### src/sv/qe_pkg.sv
`timescale 1ns / 1ps
// ----------------------------------------------------------------------------
// qe_pkg
// Shared types and constants of the quartile engine.
// ----------------------------------------------------------------------------
package qe_pkg;

	localparam int MAX_SAMPLES_DEF = 256;
	localparam int SAMPLE_BITS_DEF = 16;
	localparam int OUT_BITS        = 18;

	// set size modulo four, selects the interpolation rule
	localparam logic [1:0] RES_ZERO  = 2'd0;
	localparam logic [1:0] RES_ONE   = 2'd1;
	localparam logic [1:0] RES_TWO   = 2'd2;
	localparam logic [1:0] RES_THREE = 2'd3;

	typedef struct packed {
		logic insert;
		logic shift;
	} cell_ctrl_t;

	typedef enum logic [2:0] {
		ST_LOAD  = 3'b001,
		ST_DRAIN = 3'b010,
		ST_CALC  = 3'b100
	} state_t;

endpackage

### src/sv/qe_cell.sv
`timescale 1ns / 1ps
// ----------------------------------------------------------------------------
// qe_cell
// One slot of the insertion sorter: holds a sample, inserts a broadcast word
// in order by taking its left neighbor, or shifts toward slot zero on drain.
// ----------------------------------------------------------------------------
module qe_cell #(
	parameter int SAMPLE_BITS = qe_pkg::SAMPLE_BITS_DEF,
	parameter int CW          = 9,
	parameter int INDEX       = 0
) (
	input  logic                          clk,
	input  qe_pkg::cell_ctrl_t            ctrl,
	input  logic [CW-1:0]                 count,
	input  logic signed [SAMPLE_BITS-1:0] din,
	input  logic signed [SAMPLE_BITS-1:0] left_val,
	input  logic                          left_gt,
	input  logic signed [SAMPLE_BITS-1:0] right_val,
	output logic signed [SAMPLE_BITS-1:0] val,
	output logic                          gt
);

	localparam logic [CW-1:0] IDX = CW'(INDEX);

	logic signed [SAMPLE_BITS-1:0] val_q;

	// empty slots count as greater so the word lands at the end
	assign gt  = (IDX >= count) || (val_q > din);
	assign val = val_q;

	always_ff @(posedge clk) begin
		if (ctrl.shift) begin
			val_q <= right_val;
		end else if (ctrl.insert && gt) begin
			val_q <= left_gt ? left_val : din;
		end
	end

endmodule

### config.mk
export PLATFORM = sky130hd
export DESIGN_NAME = qe_cell
export DESIGN_NICKNAME = d
export VERILOG_FILES = /design/src/sv/qe_pkg.sv /design/src/sv/qe_cell.sv
export SDC_FILE = /design/constraint.sdc
export NUM_CORES = 1
export LEC_CHECK = 0
export BUFFER_PORTS_ARGS = -buffer_cell sky130_fd_sc_hd__buf_2
export CELL_PAD_IN_SITES_DETAIL_PLACEMENT = 2
export CELL_PAD_IN_SITES_GLOBAL_PLACEMENT = 2
export CORE_UTILIZATION = 24
export DETAILED_ROUTE_END_ITERATION = 10
export PLACE_DENSITY_LB_ADDON = 0.12
export SETUP_SLACK_MARGIN = 0.15
export SKIP_LAST_GASP = 1
export SLEW_MARGIN = 20
export SYNTH_ARGS = -nofsm -noshare
export SYNTH_HDL_FRONTEND = slang
export SYNTH_SLANG_ARGS = --single-unit
### constraint.sdc
create_clock -name clk -period 3.35 [get_ports clk]
set_clock_uncertainty 0.15 [all_clocks]
set_input_delay 0.1675 -clock clk [delete_from_list [all_inputs] [get_ports clk]]
set_output_delay 0.1675 -clock clk [all_outputs]
set_load 0.01 [all_outputs]
==> impl_metrics.xml, run 1 <==
<?xml version="1.0" encoding="UTF-8"?>
<metrics>
  <group name="status">
    <metric name="result_of_the_run" unit="">completed</metric>
  </group>
  <group name="clock_network">
    <metric name="tritoncts_num_sinks" unit="">16</metric>
    <metric name="root_buffer" unit="">clkbuf_8</metric>
    <metric name="worst_skew_late_latency" unit="ns">0.24</metric>
    <metric name="postCtsSetupRepairBufs" unit="">0</metric>
    <metric name="tritoncts" unit="">yes</metric>
    <metric name="hold_buffers" unit="">0</metric>
    <metric name="post_cts_resized" unit="">0</metric>
    <metric name="clock_tree.htree_level_count" unit="">1</metric>
    <metric name="clock_tree_buffer_depth" unit="">2</metric>
    <metric name="numCtsBuffers" unit="">3</metric>
    <metric name="clk_transition_reported_paths" unit="ns">0.07</metric>
  </group>
  <group name="flow_run">
    <metric name="maxcap_violations" unit="">0</metric>
  </group>
  <group name="logic_synthesis">
    <metric name="ys.flop_type" unit="">edfxtp_1</metric>
    <metric name="synth-warning-count" unit="">0</metric>
    <metric name="postSynthCellCount" unit="">130</metric>
    <metric name="yosys.area.top_type" unit="">edfxtp_1</metric>
    <metric name="yosys.cell_count.top_type" unit="">inv_1</metric>
    <metric name="synth.lib_cells_used.distinct" unit="">27</metric>
    <metric name="synth_seq_area_share" unit="">0.373</metric>
    <metric name="synth_enable_flop_cells" unit="">16</metric>
    <metric name="netlist_top_cells_area" unit="">edfxtp_1 37%, ha_1 16%, mux2i_1 12%</metric>
    <metric name="mappedNetlistArea" unit="µm²">1290</metric>
    <metric name="synth_area_per_cell" unit="µm²">9.90</metric>
    <metric name="synth_top_area_share" unit="">0.373</metric>
    <metric name="ys_async_sr_fraction" unit="">0</metric>
    <metric name="ys_ff_latch" unit="">16</metric>
    <metric name="synth.net_count" unit="">207</metric>
    <metric name="yosys-top-cells-count" unit="">17 x inv_1, 16 x edfxtp_1, 16 x ha_1, 16 x mux2i_1, 16 x nand2_1</metric>
  </group>
  <group name="power_and_ir_drop">
    <metric name="switching_share" unit="">0.316</metric>
    <metric name="cellPowerDensity" unit="nW/µm²">355</metric>
    <metric name="worst_supply_voltage_drop_on_vdd" unit="mV">0.117</metric>
    <metric name="p_clk_frac" unit="">0.233</metric>
    <metric name="p_total" unit="µW">639</metric>
    <metric name="leakagePower" unit="nW">0.931</metric>
    <metric name="sequentialPowerShare" unit="">0.417</metric>
    <metric name="power_frac_comb" unit="">0.349</metric>
    <metric name="cell_internal_power" unit="µW">437</metric>
    <metric name="netSwitchingPower" unit="µW">202</metric>
  </group>
  <group name="finish">
    <metric name="fillerInstances" unit="">633</metric>
    <metric name="area_added_between_synthesis_and_finish" unit="%">39.9</metric>
    <metric name="max_ffs_per_register" unit="">16</metric>
    <metric name="fin_cells" unit="">278</metric>
    <metric name="finalCoreUtilization" unit="">0.351</metric>
    <metric name="finalInstanceArea" unit="µm²">1800</metric>
    <metric name="post_route_cells_drive_above_1_share" unit="">0.418</metric>
    <metric name="nets" unit="">286</metric>
    <metric name="insertedDiodeCount" unit="">0</metric>
  </group>
  <group name="floorplanning">
    <metric name="core_area" unit="µm²">5140</metric>
    <metric name="placementRows" unit="">26</metric>
    <metric name="die_height" unit="µm">75.2</metric>
    <metric name="num_io_pins" unit="">78</metric>
    <metric name="starting_utilization_of_the_core_area" unit="">0.250</metric>
    <metric name="fp.dieArea" unit="µm²">5660</metric>
    <metric name="die_w" unit="µm">75.2</metric>
  </group>
  <group name="grt">
    <metric name="grt_start_max_net_pins" unit="">34</metric>
    <metric name="groute.usage.overall" unit="">0.147</metric>
    <metric name="global_route_wire_length_before_repair" unit="µm">6200</metric>
    <metric name="grt_pass1_vias" unit="">1397</metric>
    <metric name="remaining_global_route_overflow" unit="">0</metric>
    <metric name="antenna_found_initial" unit="">0</metric>
  </group>
  <group name="critical_path">
    <metric name="setup.reg_to_reg.worst_slack" unit="ns">1.04</metric>
    <metric name="worst_path_max_delay_cell" unit="">o41ai_1</metric>
    <metric name="timing.critical_path.from_type" unit="">register</metric>
    <metric name="critical_path_buf_inv_count" unit="">1</metric>
    <metric name="category_of_cells_accounting_for_the_largest_share_of_critical_path_delay" unit="">compound AO/OA/AOI/OAI gates</metric>
    <metric name="cp_cell_sequence" unit="">ha_1 &gt; nand4_1 &gt; o41ai_1 &gt; o21bai_1 &gt; buf_2</metric>
    <metric name="timing.critical_path.to_type" unit="">output pin</metric>
    <metric name="reg2reg_depth" unit="">7</metric>
    <metric name="crit_path_max_fanout" unit="">3</metric>
    <metric name="critical_path_required" unit="ns">3.03</metric>
    <metric name="crit_cells" unit="">5</metric>
    <metric name="reg2reg_from" unit="">val[1]$_DFFE_PP_</metric>
    <metric name="critical_path.max_stage_delay" unit="ns">0.59</metric>
    <metric name="critPathArrivalTime" unit="ns">2.12</metric>
    <metric name="path_class" unit="">reg -&gt; out</metric>
    <metric name="worstReg2RegEnd" unit="">val[9]$_DFFE_PP_</metric>
  </group>
  <group name="drt">
    <metric name="drt.antenna.violating_nets" unit="">0</metric>
    <metric name="topRoutingLayerUsed" unit="">met4</metric>
    <metric name="drc_violation_count_after_routing" unit="">0</metric>
    <metric name="dr_total_vias" unit="">1269</metric>
    <metric name="route.final.wire_length" unit="µm">4000</metric>
    <metric name="routed_wl_met3" unit="µm">269</metric>
    <metric name="routed_via_density" unit="">4.56</metric>
    <metric name="wl_met1" unit="µm">1650</metric>
    <metric name="route.detailed.wl_per_inst" unit="µm">14.4</metric>
    <metric name="initialDrtViolationCount" unit="">5</metric>
    <metric name="drt-pass1-iter-count" unit="">3</metric>
    <metric name="routed-wl-met2" unit="µm">2050</metric>
  </group>
  <group name="timing">
    <metric name="grt_setup_unrepaired" unit="">false</metric>
    <metric name="slew_headroom" unit="">0.625</metric>
    <metric name="fin_worst_hold_slack" unit="ns">0.0593</metric>
    <metric name="setup-violations-final" unit="">0</metric>
    <metric name="max_freq" unit="GHz">0.411</metric>
    <metric name="worstMarginPinSlew" unit="ns">0.563</metric>
    <metric name="final_tns_setup" unit="ns">0</metric>
    <metric name="worst_setup_slack_after_layout" unit="ns">0.914</metric>
    <metric name="timing.final.max_slew_violations" unit="">0</metric>
    <metric name="fin_crit_sh" unit="">0.727</metric>
    <metric name="timing_hold_violations_final" unit="">0</metric>
    <metric name="post-route-min-period" unit="ns">2.44</metric>
  </group>
  <group name="place">
    <metric name="routabilityCongestion" unit="">0.719</metric>
    <metric name="detailedPlace.worstSlack" unit="ns">1.02</metric>
    <metric name="port_buffers" unit="">77</metric>
    <metric name="dp_hpwl" unit="µm">3400</metric>
    <metric name="placed_cell_area" unit="µm²">1760</metric>
    <metric name="placed_cells" unit="">274</metric>
  </group>
  <group name="min_path">
    <metric name="min_from" unit="">right_val[9]</metric>
    <metric name="timing.hold.worst.class" unit="">in -&gt; reg</metric>
    <metric name="worst_hold_path.endpoint" unit="">val[9]$_DFFE_PP_</metric>
    <metric name="hold-path-cell-count" unit="">3</metric>
  </group>
</metrics>
## worst max-delay path by stage
stage / from / end / slack [ns]
6_report: val[11]$_DFFE_PP_ / gt / 0.91
5_1_grt: val[11]$_DFFE_PP_ / gt / 0.75
3_5_place_dp: val[11]$_DFFE_PP_ / val[9]$_DFFE_PP_ / 1.02
3_3_place_gp: val[15]$_DFFE_PP_ / val[7]$_DFFE_PP_ / 1.11
4_1_cts: val[11]$_DFFE_PP_ / gt / 0.88
2_1_floorplan: val[1]$_DFFE_PP_ / val[0]$_DFFE_PP_ / 0.64
## placed cells by master (no fill, tap or decap), drive strengths merged
cell	n
a21o	3
o211ai	1
a211o	1
nand3	3
nand2	16
nand4	4
o21bai	1
o21ai	17
a2111oi	1
edfxtp	16
o31ai	1
nor2b	1
buf	79
nor3	1
o41ai	1
nor4	2
clkinv	1
a21oi	5
inv	17
nor2	1
ha	16
mux2i	16
clkbuf	3
a211oi	1
## power by group through the flow
stage	combinational, mW	sequential (mW)	clock, mW
after detailed placement	0.228	0.272	0
after global placement	0.219	0.270	0
final	0.223	0.267	0.149
after floorplan	0.113	0.282	0
after CTS	0.230	0.268	0.155
after global routing	0.250	0.271	0.164
## area by class of cell
type	instances	area (µm²)	share of cell area
Clock buffer	3	41.3	0.0229
Inverter	17	63.8	0.0354
Clock inverter	1	3.75	0.00208
Sequential cell	16	480	0.267
Tap cell	70	87.6	0.0486
Timing Repair Buffer	79	400	0.222
Multi-Input combinational cell	92	724	0.402
## layer usage
metal  vias to the layer above  track usage
met5                         -            0
met4                         0       0.0288
met3                         4       0.0281
met2                        47        0.278
met1                       589        0.171
li1                        629            -
## worst register-to-register path: cells and delay by family (launching register included)
family | cells | cell delay [ns]
flip-flops | 1 | 0.40
AO/OA/AOI/OAI | 3 | 0.69
adder cells (fa/ha/maj) | 1 | 0.31
AND/OR/NAND/NOR | 2 | 0.24
buffers and inverters | 1 | 0.24
## logic make-up (layout without fill, tap and decap cells)
group | Yosys count | in the layout | synth area share
flops | 16 | 16 | 0.373
buf+inv | 22 | 100 | 0.0680
simple gates | 28 | 28 | 0.118
fa+ha+maj | 16 | 16 | 0.155
compound gates | 32 | 32 | 0.161
mux | 16 | 16 | 0.124
Note: power is estimated with default switching activity, not from simulation.
==> run 2: changes to the inputs <==
==> constraint.sdc (replaced) <==
create_clock -name clk -period 2.35 [get_ports clk]
set_clock_uncertainty 0.15 [all_clocks]
set_input_delay 0.1175 -clock clk [delete_from_list [all_inputs] [get_ports clk]]
set_output_delay 0.1175 -clock clk [all_outputs]
set_load 0.01 [all_outputs]
==> impl_metrics.xml, run 2 (same netlist as run 1, synthesis figures left out) <==
<?xml version="1.0" encoding="UTF-8"?>
<metrics>
  <group name="drt">
    <metric name="dr_total_vias" unit="">1311</metric>
    <metric name="initialDrtViolationCount" unit="">13</metric>
    <metric name="drt.antenna.violating_nets" unit="">0</metric>
    <metric name="route.detailed.wl_per_inst" unit="µm">15.4</metric>
    <metric name="route.final.wire_length" unit="µm">4360</metric>
    <metric name="routed_via_density" unit="">4.63</metric>
    <metric name="drc_violation_count_after_routing" unit="">0</metric>
    <metric name="drt-pass1-iter-count" unit="">3</metric>
  </group>
  <group name="timing">
    <metric name="fin_crit_sh" unit="">1.01</metric>
    <metric name="worst_setup_slack_after_layout" unit="ns">-0.0288</metric>
    <metric name="max_freq" unit="GHz">0.420</metric>
    <metric name="timing_hold_violations_final" unit="">0</metric>
    <metric name="setup-violations-final" unit="">16</metric>
    <metric name="timing.final.max_slew_violations" unit="">0</metric>
    <metric name="slew_headroom" unit="">0.632</metric>
    <metric name="post-route-min-period" unit="ns">2.38</metric>
    <metric name="worstMarginPinSlew" unit="ns">0.552</metric>
    <metric name="grt_setup_unrepaired" unit="">true</metric>
  </group>
  <group name="clock_network">
    <metric name="clock_tree.htree_level_count" unit="">1</metric>
    <metric name="clock_tree_buffer_depth" unit="">2</metric>
    <metric name="numCtsBuffers" unit="">3</metric>
    <metric name="clk_transition_reported_paths" unit="ns">0.07</metric>
    <metric name="worst_skew_late_latency" unit="ns">0.25</metric>
    <metric name="root_buffer" unit="">clkbuf_8</metric>
    <metric name="tritoncts_num_sinks" unit="">16</metric>
    <metric name="hold_buffers" unit="">0</metric>
    <metric name="tritoncts" unit="">yes</metric>
  </group>
  <group name="grt">
    <metric name="grt_pass1_vias" unit="">1389</metric>
    <metric name="remaining_global_route_overflow" unit="">0</metric>
    <metric name="global_route_wire_length_before_repair" unit="µm">6690</metric>
    <metric name="grt_start_max_net_pins" unit="">34</metric>
    <metric name="groute.usage.overall" unit="">0.162</metric>
    <metric name="antenna_found_initial" unit="">0</metric>
  </group>
  <group name="critical_path">
    <metric name="timing.critical_path.from_type" unit="">register</metric>
    <metric name="critical_path_buf_inv_count" unit="">1</metric>
    <metric name="category_of_cells_accounting_for_the_largest_share_of_critical_path_delay" unit="">compound AO/OA/AOI/OAI gates</metric>
    <metric name="crit_path_max_fanout" unit="">6</metric>
    <metric name="worst_path_max_delay_cell" unit="">edfxtp_1</metric>
    <metric name="timing.critical_path.to_type" unit="">register</metric>
    <metric name="cp_cell_sequence" unit="">ha_4 &gt; nor2b_4 &gt; o211ai_1 &gt; a2111oi_4 &gt; nor4_4 &gt; o31ai_4 &gt; buf_6</metric>
    <metric name="critical_path.max_stage_delay" unit="ns">0.43</metric>
    <metric name="critical_path_required" unit="ns">2.17</metric>
    <metric name="critPathArrivalTime" unit="ns">2.20</metric>
    <metric name="path_class" unit="">reg -&gt; reg</metric>
  </group>
  <group name="floorplanning">
    <metric name="core_area" unit="µm²">5140</metric>
    <metric name="starting_utilization_of_the_core_area" unit="">0.250</metric>
    <metric name="placementRows" unit="">26</metric>
    <metric name="num_io_pins" unit="">78</metric>
    <metric name="die_w" unit="µm">75.2</metric>
    <metric name="die_height" unit="µm">75.2</metric>
    <metric name="fp.dieArea" unit="µm²">5660</metric>
  </group>
  <group name="finish">
    <metric name="fillerInstances" unit="">623</metric>
    <metric name="area_added_between_synthesis_and_finish" unit="%">50.7</metric>
    <metric name="max_ffs_per_register" unit="">16</metric>
    <metric name="nets" unit="">291</metric>
    <metric name="post_route_cells_drive_above_1_share" unit="">0.460</metric>
    <metric name="most_common_library_cell_in_the_layout_ignoring_fill_and_taps" unit="">buf_2</metric>
    <metric name="finalInstanceArea" unit="µm²">1940</metric>
    <metric name="insertedDiodeCount" unit="">0</metric>
    <metric name="most-common-layout-cells" unit="">77 x buf_2, 17 x inv_1, 16 x mux2i_1, 16 x nand2_1, 16 x edfxtp_1</metric>
  </group>
  <group name="power_and_ir_drop">
    <metric name="cellPowerDensity" unit="nW/µm²">502</metric>
    <metric name="worst_supply_voltage_drop_on_vdd" unit="mV">0.206</metric>
    <metric name="p_total" unit="µW">975</metric>
    <metric name="leakagePower" unit="nW">0.969</metric>
  </group>
  <group name="place">
    <metric name="port_buffers" unit="">77</metric>
    <metric name="placed_cell_area" unit="µm²">1770</metric>
    <metric name="dp_hpwl" unit="µm">3410</metric>
    <metric name="routabilityCongestion" unit="">0.758</metric>
  </group>
  <group name="status">
    <metric name="violations" unit="">negative setup slack</metric>
    <metric name="result_of_the_run" unit="">finished, violations left</metric>
  </group>
  <group name="flow_run">
    <metric name="maxcap_violations" unit="">0</metric>
  </group>
  <group name="min_path">
    <metric name="timing.hold.worst.class" unit="">in -&gt; reg</metric>
  </group>
</metrics>
-- run 2: changes by cell type in the layout (fill, tap and decap cells not counted), moves of 2 or more --
cell / before / now
buf_4: 2 / 4
buf_6: 0 / 3
ha_1: 16 / 11
ha_4: 0 / 5
-- run 2: routing by layer --
| metal | global-route usage | wire length [µm] | vias to the layer above |
|---|---|---|---|
| li1 | - | - | 638 |
| met4 | 0.0288 | 17 | 0 |
| met2 | 0.304 | 2320 | 47 |
| met5 | 0 | 0 | - |
| met3 | 0.0308 | 277 | 2 |
| met1 | 0.193 | 1750 | 624 |
-- run 2: worst register-to-register path, delay by kind of cell, from the launching register on --
kind / cells / cell delay (ns)
AOI/OAI and AO/OA: 3 / 0.82
DFF: 1 / 0.43
adders and majority gates: 1 / 0.29
and+or+nand+nor: 2 / 0.23
buffers and inverters: 1 / 0.19
-- run 2: final cells by class --
class                   count  area [µm²]  area share
inverters                  17        63.8      0.0329
multi-input cells          92         815       0.420
flip-flops and latches     16         480       0.248
clock inverters             1        3.75     0.00193
clock buffers               3        41.3      0.0213
well taps                  70        87.6      0.0451
repair buffers             84         449       0.231
-- run 2: final timing paths --
kind                                        start                end  slack, ns  cells after the start
worst max-delay path             val[1]$_DFFE_PP_  val[15]$_DFFE_PP_      -0.03                      7
worst max register to register   val[1]$_DFFE_PP_  val[15]$_DFFE_PP_      -0.03                      7
worst min-delay path                 right_val[0]   val[0]$_DFFE_PP_      0.004                      3
worst min register to register  val[15]$_DFFE_PP_   val[8]$_DFFE_PP_       1.04                      5
-- run 2: metrics by stage --
| step | util | cells | setup WS, ns | setup TNS, ns | hold WS [ns] |
|---|---|---|---|---|---|
| after global routing | 0.378 | 283 | -0.129 | -2.14 | 0.0251 |
| after CTS | 0.378 | 283 | 0.0123 | 0 | 0.00863 |
| after detailed placement | 0.345 | 275 | -0.00241 | -0.0193 | 0.263 |
| final | 0.378 | 283 | -0.0288 | -0.403 | 0.00429 |
| after floorplan | - | 130 | -0.0743 | -1.19 | 0.159 |
| after global placement | 0.345 | 275 | 0.0718 | 0 | 0.255 |
-- run 2: what timing repair did --
item                                    4_1_cts  5_1_grt
pin swaps                                     1        0
buffers inserted                              3        0
resized for setup                            12        0
endpoints found under the setup margin       17       17
cloned                                        1        0
-- run 2: power by group --
group	leakage [nW]	switching, mW	internal (mW)
Clock	0.0231	0.0978	0.116
Combinational	0.782	0.193	0.183
Sequential	0.163	0.0239	0.362
